### config.mk
export PLATFORM = sky130hd
export DESIGN_NAME = nmea_sentence_framer_unit_flat
export DESIGN_NICKNAME = d
export VERILOG_FILES = /design/src/rtl/core/nsf_pkg.sv /design/src/rtl/core/nsf_if.sv /design/src/rtl/core/nsf_store.sv /design/src/rtl/core/nmea_sentence_framer_unit.sv /design/src/flat_wrapper.sv
export SDC_FILE = /design/constraint.sdc
export NUM_CORES = 1
export LEC_CHECK = 0
export ABC_AREA = 1
export BUFFER_PORTS_ARGS = -buffer_cell sky130_fd_sc_hd__buf_2
export CORE_UTILIZATION = 30
export DETAILED_ROUTE_END_ITERATION = 10
export PLACE_DENSITY = 0.47
export SLEW_MARGIN = 0
export SYNTH_ARGS = -nofsm -noshare
export SYNTH_HDL_FRONTEND = slang
export SYNTH_SLANG_ARGS = --single-unit
### constraint.sdc
create_clock -name clock -period 4.32 [get_ports clock]
set_clock_uncertainty 0.1 [all_clocks]
set_input_delay 0.216 -clock clock [delete_from_list [all_inputs] [get_ports clock]]
set_output_delay 0.216 -clock clock [all_outputs]
set_load 0.1 [all_outputs]
### src/rtl/core/nsf_pkg.sv
// ----------------------------------------------------------------------------
// NMEA sentence framer package
// Shared constants, field widths and the sequencer state type.
// ----------------------------------------------------------------------------
`default_nettype none

package nsf_pkg;

   localparam int unsigned BYTE_W        = 8;
   localparam int unsigned CAP_W         = 7;
   localparam int unsigned STORE_DEPTH_D = 64;

   localparam logic [CAP_W-1:0]  CAP_RESET = 7'd64;

   localparam logic [BYTE_W-1:0] CH_DOLLAR = 8'h24;
   localparam logic [BYTE_W-1:0] CH_LF     = 8'h0A;
   localparam logic [BYTE_W-1:0] CH_CR     = 8'h0D;

   typedef enum logic [1:0] {
      ST_IDLE,
      ST_READ,
      ST_SEND
   } state_type;

endpackage

`default_nettype wire

### src/rtl/core/nsf_if.sv
// ----------------------------------------------------------------------------
// NMEA sentence framer channels
// Valid/ready channel interfaces for received bytes, sentence bytes and the
// capacity register write port.
// ----------------------------------------------------------------------------
`default_nettype none

interface nsf_req_if;
   logic                          valid;
   logic                          ready;
   logic [nsf_pkg::BYTE_W-1:0]    rx_byte;
   modport source (output valid, output rx_byte, input ready);
   modport sink   (input valid, input rx_byte, output ready);
endinterface

interface nsf_rsp_if;
   logic                          valid;
   logic                          ready;
   logic [nsf_pkg::BYTE_W-1:0]    line_byte;
   logic                          line_last;
   modport source (output valid, output line_byte, output line_last, input ready);
   modport sink   (input valid, input line_byte, input line_last, output ready);
endinterface

interface nsf_csr_if;
   logic                          valid;
   logic                          ready;
   logic [nsf_pkg::CAP_W-1:0]     max_buffer_bytes;
   modport source (output valid, output max_buffer_bytes, input ready);
   modport sink   (input valid, input max_buffer_bytes, output ready);
endinterface

`default_nettype wire

### src/rtl/core/nsf_store.sv
// ----------------------------------------------------------------------------
// NMEA sentence store
// Simple dual-port byte memory holding the sentence in progress, with a
// registered read.
// ----------------------------------------------------------------------------
`default_nettype none

module nsf_store #(
   parameter  int unsigned DEPTH = nsf_pkg::STORE_DEPTH_D,
   localparam int unsigned AW    = $clog2(DEPTH)
) (
   input  wire logic                       clock,
   input  wire logic                       wr_en,
   input  wire logic [AW-1:0]              wr_addr,
   input  wire logic [nsf_pkg::BYTE_W-1:0] wr_data,
   input  wire logic                       rd_en,
   input  wire logic [AW-1:0]              rd_addr,
   output      logic [nsf_pkg::BYTE_W-1:0] rd_data
);

   logic [nsf_pkg::BYTE_W-1:0] mem_ff [DEPTH];
   logic [nsf_pkg::BYTE_W-1:0] rd_data_ff;

   always_ff @(posedge clock) begin
      if (wr_en) begin
         mem_ff[wr_addr] <= wr_data;
      end
   end

   always_ff @(posedge clock) begin
      if (rd_en) begin
         rd_data_ff <= mem_ff[rd_addr];
      end
   end

   assign rd_data = rd_data_ff;

endmodule

`default_nettype wire

### src/rtl/core/nmea_sentence_framer_unit.sv
// ----------------------------------------------------------------------------
// NMEA sentence framer
// Collects received bytes into sentences from '$' to newline and sends each
// completed sentence out as a burst of bytes with the last byte marked.
// ----------------------------------------------------------------------------
// Usage:
// The req channel takes one received byte per transfer. Bytes outside a
// sentence are discarded, and each '$' restarts collection. A byte that does
// not end a sentence leaves the block ready again at once. A newline that
// completes a sentence starts a burst on the rsp channel: each sentence
// byte is read from the store and presented in the next cycle, and is
// held until the receiver takes it. One trailing carriage return is left
// out, and line_last marks the final byte. The req channel is not ready
// during the burst. The csr channel writes the capacity register, whose
// value is clamped to 1..STORE_DEPTH when used; a sentence longer than
// the capacity, counted through its newline, is dropped. Reset returns the
// block to hunting for '$' with capacity 64 and needs no clearing pass.
// ----------------------------------------------------------------------------
`default_nettype none

module nmea_sentence_framer_unit #(
   parameter int unsigned STORE_DEPTH = nsf_pkg::STORE_DEPTH_D
) (
   input wire logic  clock,
   input wire logic  reset,
   nsf_req_if.sink   req_ch,
   nsf_rsp_if.source rsp_ch,
   nsf_csr_if.sink   csr_ch
);

   localparam int unsigned AW    = $clog2(STORE_DEPTH);
   localparam int unsigned LEN_W = $clog2(STORE_DEPTH + 1);
   localparam int unsigned CMP_W = ((LEN_W > nsf_pkg::CAP_W) ? LEN_W : nsf_pkg::CAP_W) + 1;

   nsf_pkg::state_type          state_ff, state_in;
   logic [nsf_pkg::CAP_W-1:0]   cap_ff;
   logic [LEN_W-1:0]            idx_ff, idx_in;
   logic                        in_sent_ff, in_sent_in;
   logic                        last_cr_ff, last_cr_in;
   logic [AW-1:0]               end_ff, end_in;
   logic                        rd_last_ff, rd_last_in;

   logic [CMP_W-1:0]            cap_ext;
   logic [CMP_W-1:0]            cap_eff;
   logic [CMP_W-1:0]            len_plus;
   logic [LEN_W-1:0]            idx_inc;
   logic [LEN_W-1:0]            end_len;
   logic                        req_xfer;
   logic                        rsp_xfer;

   logic                        wr_en;
   logic [AW-1:0]               wr_addr;
   logic                        rd_en;
   logic [nsf_pkg::BYTE_W-1:0]  rd_data;

   nsf_store #(
      .DEPTH (STORE_DEPTH)
   ) u_store (
      .clock   (clock),
      .wr_en   (wr_en),
      .wr_addr (wr_addr),
      .wr_data (req_ch.rx_byte),
      .rd_en   (rd_en),
      .rd_addr (idx_ff[AW-1:0]),
      .rd_data (rd_data)
   );

   assign csr_ch.ready = 1'b1;

   always_ff @(posedge clock) begin
      if (reset) begin
         cap_ff <= nsf_pkg::CAP_RESET;
      end else if (csr_ch.valid && csr_ch.ready) begin
         cap_ff <= csr_ch.max_buffer_bytes;
      end
   end

   assign cap_ext  = CMP_W'(cap_ff);
   assign cap_eff  = (cap_ff == '0) ? CMP_W'(1) :
                     ((cap_ext > CMP_W'(STORE_DEPTH)) ? CMP_W'(STORE_DEPTH) : cap_ext);
   assign idx_inc  = idx_ff + LEN_W'(1);
   assign len_plus = CMP_W'(idx_ff) + CMP_W'(1);
   assign end_len  = (idx_ff > LEN_W'(1) && last_cr_ff) ? (idx_ff - LEN_W'(2))
                                                         : (idx_ff - LEN_W'(1));

   assign req_xfer = req_ch.valid && req_ch.ready;
   assign rsp_xfer = rsp_ch.valid && rsp_ch.ready;

   always_ff @(posedge clock) begin
      if (reset) begin
         state_ff   <= nsf_pkg::ST_IDLE;
         idx_ff     <= '0;
         in_sent_ff <= 1'b0;
         last_cr_ff <= 1'b0;
         end_ff     <= '0;
         rd_last_ff <= 1'b0;
      end else begin
         state_ff   <= state_in;
         idx_ff     <= idx_in;
         in_sent_ff <= in_sent_in;
         last_cr_ff <= last_cr_in;
         end_ff     <= end_in;
         rd_last_ff <= rd_last_in;
      end
   end

   always_comb begin
      state_in     = state_ff;
      idx_in       = idx_ff;
      in_sent_in   = in_sent_ff;
      last_cr_in   = last_cr_ff;
      end_in       = end_ff;
      rd_last_in   = rd_last_ff;
      wr_en        = 1'b0;
      wr_addr      = idx_ff[AW-1:0];
      rd_en        = 1'b0;
      req_ch.ready = 1'b0;
      rsp_ch.valid = 1'b0;
      case (state_ff)
         nsf_pkg::ST_IDLE: begin
            req_ch.ready = 1'b1;
            if (req_ch.valid) begin
               if (req_ch.rx_byte == nsf_pkg::CH_DOLLAR) begin
                  wr_en      = 1'b1;
                  wr_addr    = '0;
                  idx_in     = LEN_W'(1);
                  in_sent_in = 1'b1;
                  last_cr_in = 1'b0;
               end else if (in_sent_ff) begin
                  if (len_plus > cap_eff) begin
                     idx_in     = '0;
                     in_sent_in = 1'b0;
                  end else if (req_ch.rx_byte != nsf_pkg::CH_LF) begin
                     wr_en      = 1'b1;
                     idx_in     = idx_inc;
                     last_cr_in = (req_ch.rx_byte == nsf_pkg::CH_CR);
                  end else begin
                     end_in     = end_len[AW-1:0];
                     idx_in     = '0;
                     in_sent_in = 1'b0;
                     state_in   = nsf_pkg::ST_READ;
                  end
               end
            end
         end
         nsf_pkg::ST_READ: begin
            rd_en      = 1'b1;
            rd_last_in = (idx_ff[AW-1:0] == end_ff);
            state_in   = nsf_pkg::ST_SEND;
         end
         nsf_pkg::ST_SEND: begin
            rsp_ch.valid = 1'b1;
            if (rsp_ch.ready) begin
               if (rd_last_ff) begin
                  idx_in   = '0;
                  state_in = nsf_pkg::ST_IDLE;
               end else begin
                  idx_in   = idx_inc;
                  state_in = nsf_pkg::ST_READ;
               end
            end
         end
         default: begin
            state_in = nsf_pkg::ST_IDLE;
         end
      endcase
   end

   assign rsp_ch.line_byte = rd_data;
   assign rsp_ch.line_last = rd_last_ff;

   a_read_then_send: assert property (@(posedge clock) disable iff (reset)
      state_ff == nsf_pkg::ST_READ |=> state_ff == nsf_pkg::ST_SEND)
      else $error("store read was not followed by a presented byte");

   a_last_ends_burst: assert property (@(posedge clock) disable iff (reset)
      rsp_xfer && rsp_ch.line_last |=> state_ff == nsf_pkg::ST_IDLE && idx_ff == '0)
      else $error("burst did not end after its last byte");

   a_length_bound: assert property (@(posedge clock) disable iff (reset)
      CMP_W'(idx_ff) <= CMP_W'(STORE_DEPTH))
      else $error("stored sentence length exceeds the store depth");

   a_hunt_empty: assert property (@(posedge clock) disable iff (reset)
      state_ff == nsf_pkg::ST_IDLE && !in_sent_ff |-> idx_ff == '0)
      else $error("length not cleared while hunting");

   a_dollar_starts: assert property (@(posedge clock) disable iff (reset)
      req_xfer && req_ch.rx_byte == nsf_pkg::CH_DOLLAR |=> in_sent_ff && idx_ff == LEN_W'(1))
      else $error("start character did not open a sentence");

endmodule

`default_nettype wire

### src/flat_wrapper.sv
// flat-port wrapper written by rule: the top's interface ports become plain ports
module nmea_sentence_framer_unit_flat 
#(
   parameter int unsigned STORE_DEPTH = nsf_pkg::STORE_DEPTH_D
)
  (clock, reset, req_ch_valid, req_ch_rx_byte, req_ch_ready, rsp_ch_valid, rsp_ch_line_byte, rsp_ch_line_last, rsp_ch_ready, csr_ch_valid, csr_ch_max_buffer_bytes, csr_ch_ready);
  nsf_req_if req_ch_i ();
  nsf_rsp_if rsp_ch_i ();
  nsf_csr_if csr_ch_i ();
  input wire logic clock;
  input wire logic reset;
  input wire logic [$bits(req_ch_i.valid)-1:0] req_ch_valid;
  input wire logic [$bits(req_ch_i.rx_byte)-1:0] req_ch_rx_byte;
  output wire logic [$bits(req_ch_i.ready)-1:0] req_ch_ready;
  output wire logic [$bits(rsp_ch_i.valid)-1:0] rsp_ch_valid;
  output wire logic [$bits(rsp_ch_i.line_byte)-1:0] rsp_ch_line_byte;
  output wire logic [$bits(rsp_ch_i.line_last)-1:0] rsp_ch_line_last;
  input wire logic [$bits(rsp_ch_i.ready)-1:0] rsp_ch_ready;
  input wire logic [$bits(csr_ch_i.valid)-1:0] csr_ch_valid;
  input wire logic [$bits(csr_ch_i.max_buffer_bytes)-1:0] csr_ch_max_buffer_bytes;
  output wire logic [$bits(csr_ch_i.ready)-1:0] csr_ch_ready;
  assign req_ch_i.valid = req_ch_valid;
  assign req_ch_i.rx_byte = req_ch_rx_byte;
  assign req_ch_ready = req_ch_i.ready;
  assign rsp_ch_valid = rsp_ch_i.valid;
  assign rsp_ch_line_byte = rsp_ch_i.line_byte;
  assign rsp_ch_line_last = rsp_ch_i.line_last;
  assign rsp_ch_i.ready = rsp_ch_ready;
  assign csr_ch_i.valid = csr_ch_valid;
  assign csr_ch_i.max_buffer_bytes = csr_ch_max_buffer_bytes;
  assign csr_ch_ready = csr_ch_i.ready;
  nmea_sentence_framer_unit #(.STORE_DEPTH(STORE_DEPTH)) u_core (.clock(clock), .reset(reset), .req_ch(req_ch_i), .rsp_ch(rsp_ch_i), .csr_ch(csr_ch_i));
endmodule
==> results by group <==
Critical path
  • Worst-path fanout max: 10
  • Crit path capture type: flip-flop
  • Reg2reg end: u_core.u_store.mem_ff[9][5]$_DFFE_PP_
  • Crit path arrival time: 4.01 ns
  • Critical Path RT: 4.48 ns
  • Setup Crit Path Kind: reg -> reg
  • Cell mode on critical path: nand2_1
  • Crit-path max cell delay: 0.73 ns
  • CP Launch Type: flip-flop
  • Crit path cell chain: ha_1 -> nand2_1 -> nor2_1 -> nand2_1 -> nand2_1 -> inv_1 -> ha_1 -> and3_1 -> nand3_1 -> nand2_2 -> nand3_2 -> nand2_2 -> nand3_2 -> nor2_1
  • Reg2reg path depth: 14
  • R2r startpoint: u_core.idx_ff[0]$_SDFFE_PP0P_
  • Setup slack, reg-to-reg: 0.47 ns
  • CP max-delay cell: nor2_1

Logic synthesis
  • Synth unique cells: 36
  • Synthesized flop and latch total: 545
  • Syn Nets: 2049
  • Syn avg cell area: 11.4 sq um
  • Cells after Synth: 2016
  • Mapped cell area: 23000 sq um
  • Post-synthesis sequential area ratio: 70.1%
  • Yosys warning count: 0

Clocking
  • Skew-Pair Late Insertion Delay: 0.63 ns
  • Hold buffers post-CTS: 28
  • CTS tree: built
  • Setup Buffers After CTS: 0
  • Number of buffers created by CTS: 59
  • H-tree depth: 2
  • Post-CTS Resized: 0
  • Reg clk slew, reported paths: 0.06 ns
  • Max Root-Sink Buffers: 3
  • Root buf cell: clkbuf_16
  • # clock sinks: 545

STA
  • Post-layout min period: 3.85 ns
  • Slew headroom: 1.12%
  • Fin. max-slew vios: 0
  • Final setup fails: 0
  • Hold Fails Final Rpt: 0
  • Max Clock Freq: 0.260 GHz
  • Slew @ Worst Pin: 1.48 ns
  • Worst Slack Setup Final: 0.469 ns
  • Final Cycle Share: 89.2%
  • Setup TNS: 0 ns
  • Unrepaired setup endpoints after global routing: no

Power
  • Internal: 8.84 mW
  • Total power divided by cell area: 422 nW/um^2
  • Combinational fraction of design power: 2.0%
  • Switching pwr: 2.34 mW
  • Sequential Power Share: 51.7%
  • Clk pwr share: 46.2%
  • Leakage: 9.13 nW
  • IR Drop Worst-Case VDD: 399 uV
  • Sw frac: 21.0%
  • Tot Pwr: 11.2 mW

Placed design
  • DPL Wire Length: 41.4 mm
  • Pre-CTS WS: 0.470 ns
  • GP Congestion: 0.831
  • Port Buffers: 30

Global routing
  • Vias in the first global route: 15430
  • GRT Util Overall: 17.5%
  • Total grt overflow: 0
  • Initial antenna violation count: 2
  • First-pass GRT wire length: 101 mm
  • Maximum number of pins on one net before global-route repair: 219

Floorplanning
  • Die Ht: 279 microns
  • Die Area: 77800 sq um
  • Die Wd: 279 microns
  • Initial Utilization: 30.3%
  • Row count: 101
  • Top Ports: 32
  • Core area: 75900 sq um

Status
  • Outcome: finished clean

Route
  • Vias per inst: 4.92
  • Initial drt markers: 1221
  • DR WL/cell: 21.6 microns
  • Initial DRT Pass Iterations: 5
  • DRT antenna net count: 0
  • Final wirelength: 68.2 mm
  • Via count: 15528
  • DRC Markers: 0

Worst hold path
  • Hold path endpoint: u_core.u_store.mem_ff[47][2]$_DFFE_PP_
  • Hold path start: req_ch_rx_byte[2]
  • Hold depth: 2
  • HP Class: in -> reg

Cells and area
  • Layout Area Growth over Synthesis: 15.3%
  • Multi-input gate area: 5880 sq um
  • Sequential cell area: 16100 sq um
  • Fillers: 7569
  • Fin nets: 2110
  • Diode count: 0
  • Share of cells above drive strength 1: 10.0%

Run
  • Max-Cap Viols: 0
[stage by stage]
stage	hold slack, ns	cells	util (%)	area [sq um]
global route	0.0355	3158	34.9	26500
finish	0.0326	3158	34.9	26500
floorplan	0.215	2016	-	23000
global placement	0.327	3018	31.9	24200
detailed placement	0.339	3018	31.9	24200
CTS	0.0111	3158	34.9	26500
[state kept, by name, indices dropped and copies added, names as in the netlist]
register,flops
u_core.rsp_ch.line_last,1
u_core.idx_ff,7
u_core.cap_ff,7
u_core.in_sent_ff,1
u_core.state_ff,2
u_core.end_ff,6
u_core.u_store.rd_data,8
u_core.last_cr_ff,1
u_core.u_store.mem_ff,512
[worst max-delay path: cells and delay by family (launching register included)]
family / cells / cell delay, ns
adders and majority gates: 2 / 0.47
buffers and inverters: 1 / 0.06
DFF: 1 / 0.41
and+or+nand+nor: 11 / 2.43
[cells in the final DEF (no fill, tap or decap), types with 7 or more instances in the layout]
cell,count
a21oi_1,28
buf_2,30
buf_4,51
bufinv_16,8
clkbuf_1,10
clkbuf_16,59
clkinv_1,7
clkinv_2,18
dfxtp_1,22
dlygate4sd3_1,28
edfxtp_1,520
ha_1,13
inv_1,91
inv_2,7
nand2_1,240
nand2_2,11
nand3_1,75
nand4_1,7
nor2_1,453
o211ai_1,64
o21ai_0,266
o21ai_1,24
o22ai_1,41
xor2_1,11
[per-layer routing]
| metal | up-vias | track usage [%] | share of wire [%] |
|---|---|---|---|
| li1 | 7216 | - | - |
| met1 | 7715 | 23.3 | 44 |
| met2 | 473 | 27.7 | 46 |
| met3 | 122 | 3.72 | 6.6 |
| met4 | 2 | 6.72 | 3.6 |
| met5 | - | 0.938 | 0.14 |
[worst max path at each step]
stage                                                  end  slack, ns                          start
floorplan           u_core.u_store.mem_ff[60][0]$_DFFE_PP_       1.12  u_core.idx_ff[0]$_SDFFE_PP0P_
global placement     u_core.u_store.mem_ff[9][3]$_DFFE_PP_       0.51  u_core.idx_ff[0]$_SDFFE_PP0P_
detailed placement   u_core.u_store.mem_ff[9][3]$_DFFE_PP_       0.47  u_core.idx_ff[0]$_SDFFE_PP0P_
CTS                  u_core.u_store.mem_ff[9][5]$_DFFE_PP_       0.49  u_core.idx_ff[0]$_SDFFE_PP0P_
global route         u_core.u_store.mem_ff[9][5]$_DFFE_PP_       0.18  u_core.idx_ff[0]$_SDFFE_PP0P_
finish               u_core.u_store.mem_ff[9][5]$_DFFE_PP_       0.47  u_core.idx_ff[0]$_SDFFE_PP0P_
[kinds of logic (layout without fill, tap and decap cells)]
logic type,after synthesis,in the layout,share of synthesized area (%)
AND/OR/NAND/NOR,807,807,14.1
flip-flops,545,545,70.1
AO/OA/AOI/OAI,424,424,10.2
buffers and inverters,211,323,4.36
XOR/XNOR,14,14,0.533
adder cells (fa/ha/maj),13,13,0.707
other,1,1,0.0163
multiplexers,1,1,0.0435
[layout make-up]
cell class	count	share of cell area [%]
clock buffer	69	5.71
clock inverter	43	1.83
inverter	100	1.43
multi-input combinational	1260	22.2
sequential	545	60.8
tap	1030	4.86
timing repair buffer	111	3.22
[power groups by stage]
| stage | sequential [mW] | clock (mW) | combinational (mW) |
|---|---|---|---|
| final | 5.79 | 5.17 | 0.229 |
| after global routing | 5.78 | 5.47 | 0.250 |
| after CTS | 5.79 | 5.28 | 0.234 |
| after detailed placement | 5.90 | 0 | 0.214 |
| after global placement | 5.90 | 0 | 0.215 |
| after floorplan | 5.90 | 0 | 0.0607 |
[synth_stat cells, drive strengths merged]
cell | number | area, sq um
conb | 1 | 3.75
and3 | 1 | 6.26
xnor2 | 3 | 26.3
clkinv | 1 | 3.75
inv | 99 | 372
or2 | 2 | 12.5
a21oi | 28 | 140
nand3 | 78 | 405
nand3b | 3 | 22.5
nand4 | 7 | 43.8
o22ai | 41 | 257
nor3 | 6 | 35.0
mux2i | 1 | 10.0
xor2 | 11 | 96.3
edfxtp | 520 | 15600
clkbuf | 31 | 116
dfxtp | 25 | 500
o21ai | 291 | 1460
ha | 13 | 163
o211ai | 64 | 480
buf | 80 | 512
nand2 | 252 | 981
nor2 | 458 | 1730
(Power assumes the default switching activity.)
